File: src/sv/mspm_ram.sv
// Generic simple dual-port RAM with registered read.
`default_nettype none

module mspm_ram #(
  parameter int WIDTH = 8,
  parameter int DEPTH = 16,
  parameter int AW    = (DEPTH > 1) ? $clog2(DEPTH) : 1
) (
  input  logic             clk,
  input  logic             we,
  input  logic [AW-1:0]    waddr,
  input  logic [WIDTH-1:0] wdata,
  input  logic             re,
  input  logic [AW-1:0]    raddr,
  output logic [WIDTH-1:0] rdata
);

  logic [WIDTH-1:0] mem [DEPTH];
  logic [WIDTH-1:0] rdata_r;

  always_ff @(posedge clk) begin
    if (we) begin
      mem[waddr] <= wdata;
    end
    if (re) begin
      rdata_r <= mem[raddr];
    end
  end

  assign rdata = rdata_r;

endmodule

`default_nettype wire
File: config.mk
export PLATFORM = sky130hd
export DESIGN_NAME = mspm_ram
export DESIGN_NICKNAME = d
export VERILOG_FILES = /design/src/sv/mspm_ram.sv
export SDC_FILE = /design/constraint.sdc
export NUM_CORES = 1
export LEC_CHECK = 0
export BUFFER_PORTS_ARGS = -buffer_cell sky130_fd_sc_hd__buf_2
export CAP_MARGIN = 10
export CORE_UTILIZATION = 35
export CTS_CLUSTER_DIAMETER = 30
export DETAILED_ROUTE_END_ITERATION = 10
export GPL_TIMING_DRIVEN = 0
export SETUP_SLACK_MARGIN = 0.2
export SYNTH_ARGS = -nofsm -noshare
export SYNTH_HDL_FRONTEND = slang
export SYNTH_SLANG_ARGS = --single-unit
File: constraint.sdc
create_clock -name clk -period 3.6 [get_ports clk]
set_input_delay 0.72 -clock clk [delete_from_list [all_inputs] [get_ports clk]]
set_output_delay 0.72 -clock clk [all_outputs]
set_load 0.1 [all_outputs]
==> impl_metrics.tcl <==
set metrics [dict create \
    run_status "finished clean" \
    share_seq_of_total_power 0.482 \
    cts_resized 0 \
    floorplan.io_pins 27 \
    drt_first_iter_violations 166 \
    dr.pass1.iters 5 \
    yosys.cell_types.count 18 \
    yosys_register_bits 136 \
    timing.fmax_mhz 477 \
    cp_slowest_cell "nor3_1" \
    timing_hold_violations_final 0 \
    yosysWarningCount 0 \
    timing.setup.tns_ns 0 \
    crit_path_end_kind "flop" \
    power.leakage_nw 2.06 \
    cts_made_buffers 17 \
    critical_path.top_delay_family "simple AND/OR/NAND/NOR gates" \
    synth-xor-area-share 0 \
    worst-endpoint-arrival_ns 2.21 \
    synth_compound_area_frac 0.0230 \
    antenna_found_initial 0 \
    dp.final_hpwl_um 6480 \
    clock_power_share 0.457 \
    core_area_um2 14500 \
    final_max_slew_viol_count 0 \
    die_height_um 124 \
    hold_path_end "rdata[6]" \
    worst_hold_startpoint "re" \
    drt_total_wl_um 10100 \
    pwr-share-comb 0.061 \
    class_of_the_most_critical_hold_timing_path "input pin to flop" \
    synth_area_um2 5230 \
    syn_avg_cell_area_um2 22.8 \
    setup_repair_after_global_routing_missed_its_margin "no" \
    timing.rr.start "mem[1][3]" \
    hold-path-cell-count 1 \
    cap_violations 0 \
    initial_cell_density_of_the_core 0.360 \
    synth_area_leaders "edfxtp_1 (78%), mux4_2 (7.8%), mux4_1 (7.0%)" \
    post_cts_buffers 0 \
    multiplexer_area_fraction_after_synthesis 0.148 \
    reg2reg_depth 3 \
    drc_errors 0 \
    post_route_cells_drive_above_1_share 0.297 \
    grt_pass1_vias 2537 \
    clk_latency_ns 0.41 \
    synth_top_family_by_area "multiplexers" \
    cts-root-to-sink-buffers 2 \
    viasPerCell 5.06 \
    final_util 0.426 \
    peakVddDrop_uv 484 \
    row_count 44 \
    slowest_delay_ns 0.58 \
    grt_overflow 0 \
    timing.setup.critical_path_class "input pin to flop" \
    finalClockSkew_ns 0.00622 \
    critPathLaunchType "input pin" \
    mostFrequentLayoutCells "edfxtp_1 (136), buf_2 (29), mux4_2 (18), clkbuf_16 (17), a22oi_1 (16)" \
    grt_pass1_wl_um 15400 \
    fin_crit_ns 2.10 \
    synth.largest_area_cell "edfxtp_1" \
    path_max_fanout 5 \
    ff2ff_setup_slack_ns 1.94 \
    worst_slew_margin_rel 0.438 \
    tightestPinTransition_ns 0.839 \
    area_growth_syn_to_layout_pct 18.5 \
    critical_path.reg2reg.endpoint "rdata[3]" \
    cts_tree "done" \
    fin_nets 296 \
    postCtsHoldBufs 0 \
    synth_simple_gate_area_share 0.0314 \
    sequential_to_total_area_share_from_yosys_stat 0.781 \
    crit_share_post_route 0.582 \
    postRouteAntennaNets 0 \
    pwr_density_cell_nw_per_um2 600 \
    ctsHtreeMaxLevel 4 \
    synthesis.instances 229 \
    port_buffers 25 \
    power_switching_w 0.000782 \
    cts.reportedPaths.clkPinSlew_ns 0.06 \
    yosys.area_share.adder 0 \
    buffers_and_inverters_on_the_worst_path 2 \
    path_cells "buf_2 > or3b_2 > nor3_1 > buf_4" \
    clock_sinks 136 \
    wire_length_per_cell_um 21.4 \
    die_width_um 124 \
    finalWeightedCongestion 0.784 \
    netSwitchingFraction 0.211 \
    mappedNetlistNets 248 \
    num_antenna_cells 0 \
    post-synth-top-area-fraction 0.781 \
    critPathRequiredTime_ns 3.72 \
    route.vias.total 2400 \
    cts_root_buffer "clkbuf_16" \
    grt_max_degree 17 \
    timing.critical_path.from "waddr[2]" \
    p_int_w 0.00293 \
    die_area_um2 15400 \
    finalSetupViolCount 0 \
    layout.cells.most_common "edfxtp_1" \
    grtUsageTotal 0.141 \
]
[kinds of logic (layout without fill, tap and decap cells)]
family          count (synthesis)  after routing
compound gates                 16             16
buf+inv                        10             71
flops                         136            136
mux                            32             32
simple gates                   35             35
[Yosys cell counts]
cell type        instances
a22oi_1                 16
and2_1                   1
and2b_1                  1
buf_2                    3
buf_4                    1
buf_6                    3
clkdlybuf4s25_2          3
edfxtp_1               136
mux4_1                  14
mux4_2                  18
nand2_1                  9
nand2b_1                 2
nand3_1                  1
nand3b_1                 2
nor2_1                  13
nor2b_1                  1
nor3_1                   4
or3b_2                   1
[state kept, by name (all words and copies together), names as in the netlist]
name / flops
mem: 128
rdata: 8
[routing by layer]
| metal | wire (um) | track usage |
|---|---|---|
| met1 | 4500 | 0.190 |
| met2 | 4930 | 0.217 |
| met3 | 594 | 0.0431 |
| met4 | 107 | 0.0517 |
| met5 | 0 | 0 |
[power by group through the flow]
stage	Clock, W	Sequential, W	Combinational, W
2_1_floorplan	0	0.00188	0.0000900
3_3_place_gp	0	0.00182	0.000223
3_5_place_dp	0	0.00182	0.000228
4_1_cts	0.00173	0.00179	0.000228
5_1_grt	0.00179	0.00179	0.000239
6_report	0.00170	0.00179	0.000225
[through the flow]
stage	hold WS, ns	area (um2)	power (W)	instances	setup slack (ns)
5_1_grt	0.648	6200	0.00383	474	1.45
3_5_place_dp	0.757	5610	0.00205	441	1.11
4_1_cts	0.629	6190	0.00375	473	1.54
6_report	0.643	6200	0.00372	474	1.50
3_3_place_gp	0.746	5580	0.00205	438	0.778
2_1_floorplan	0.705	5230	0.00197	229	1.39
[cell type report]
| cell class | count | area [um2] |
|---|---|---|
| clock inverters | 14 | 158 |
| repair buffers | 29 | 153 |
| flip-flops and latches | 136 | 4080 |
| plain buffers | 10 | 86.3 |
| multi-input cells | 83 | 1060 |
| fillers | 1284 | 8340 |
| well taps | 184 | 230 |
| clock buffers | 18 | 429 |
[worst max path at each step]
stage	cells after the start	end	slack, ns
finish	4	mem[0][1]	1.50
global route	4	mem[0][1]	1.45
CTS	4	mem[0][3]	1.54
detailed placement	4	mem[0][3]	1.11
global placement	3	mem[0][3]	0.78
floorplan	2	mem[0][0]	1.39
Note: power is estimated with default switching activity, not from simulation.
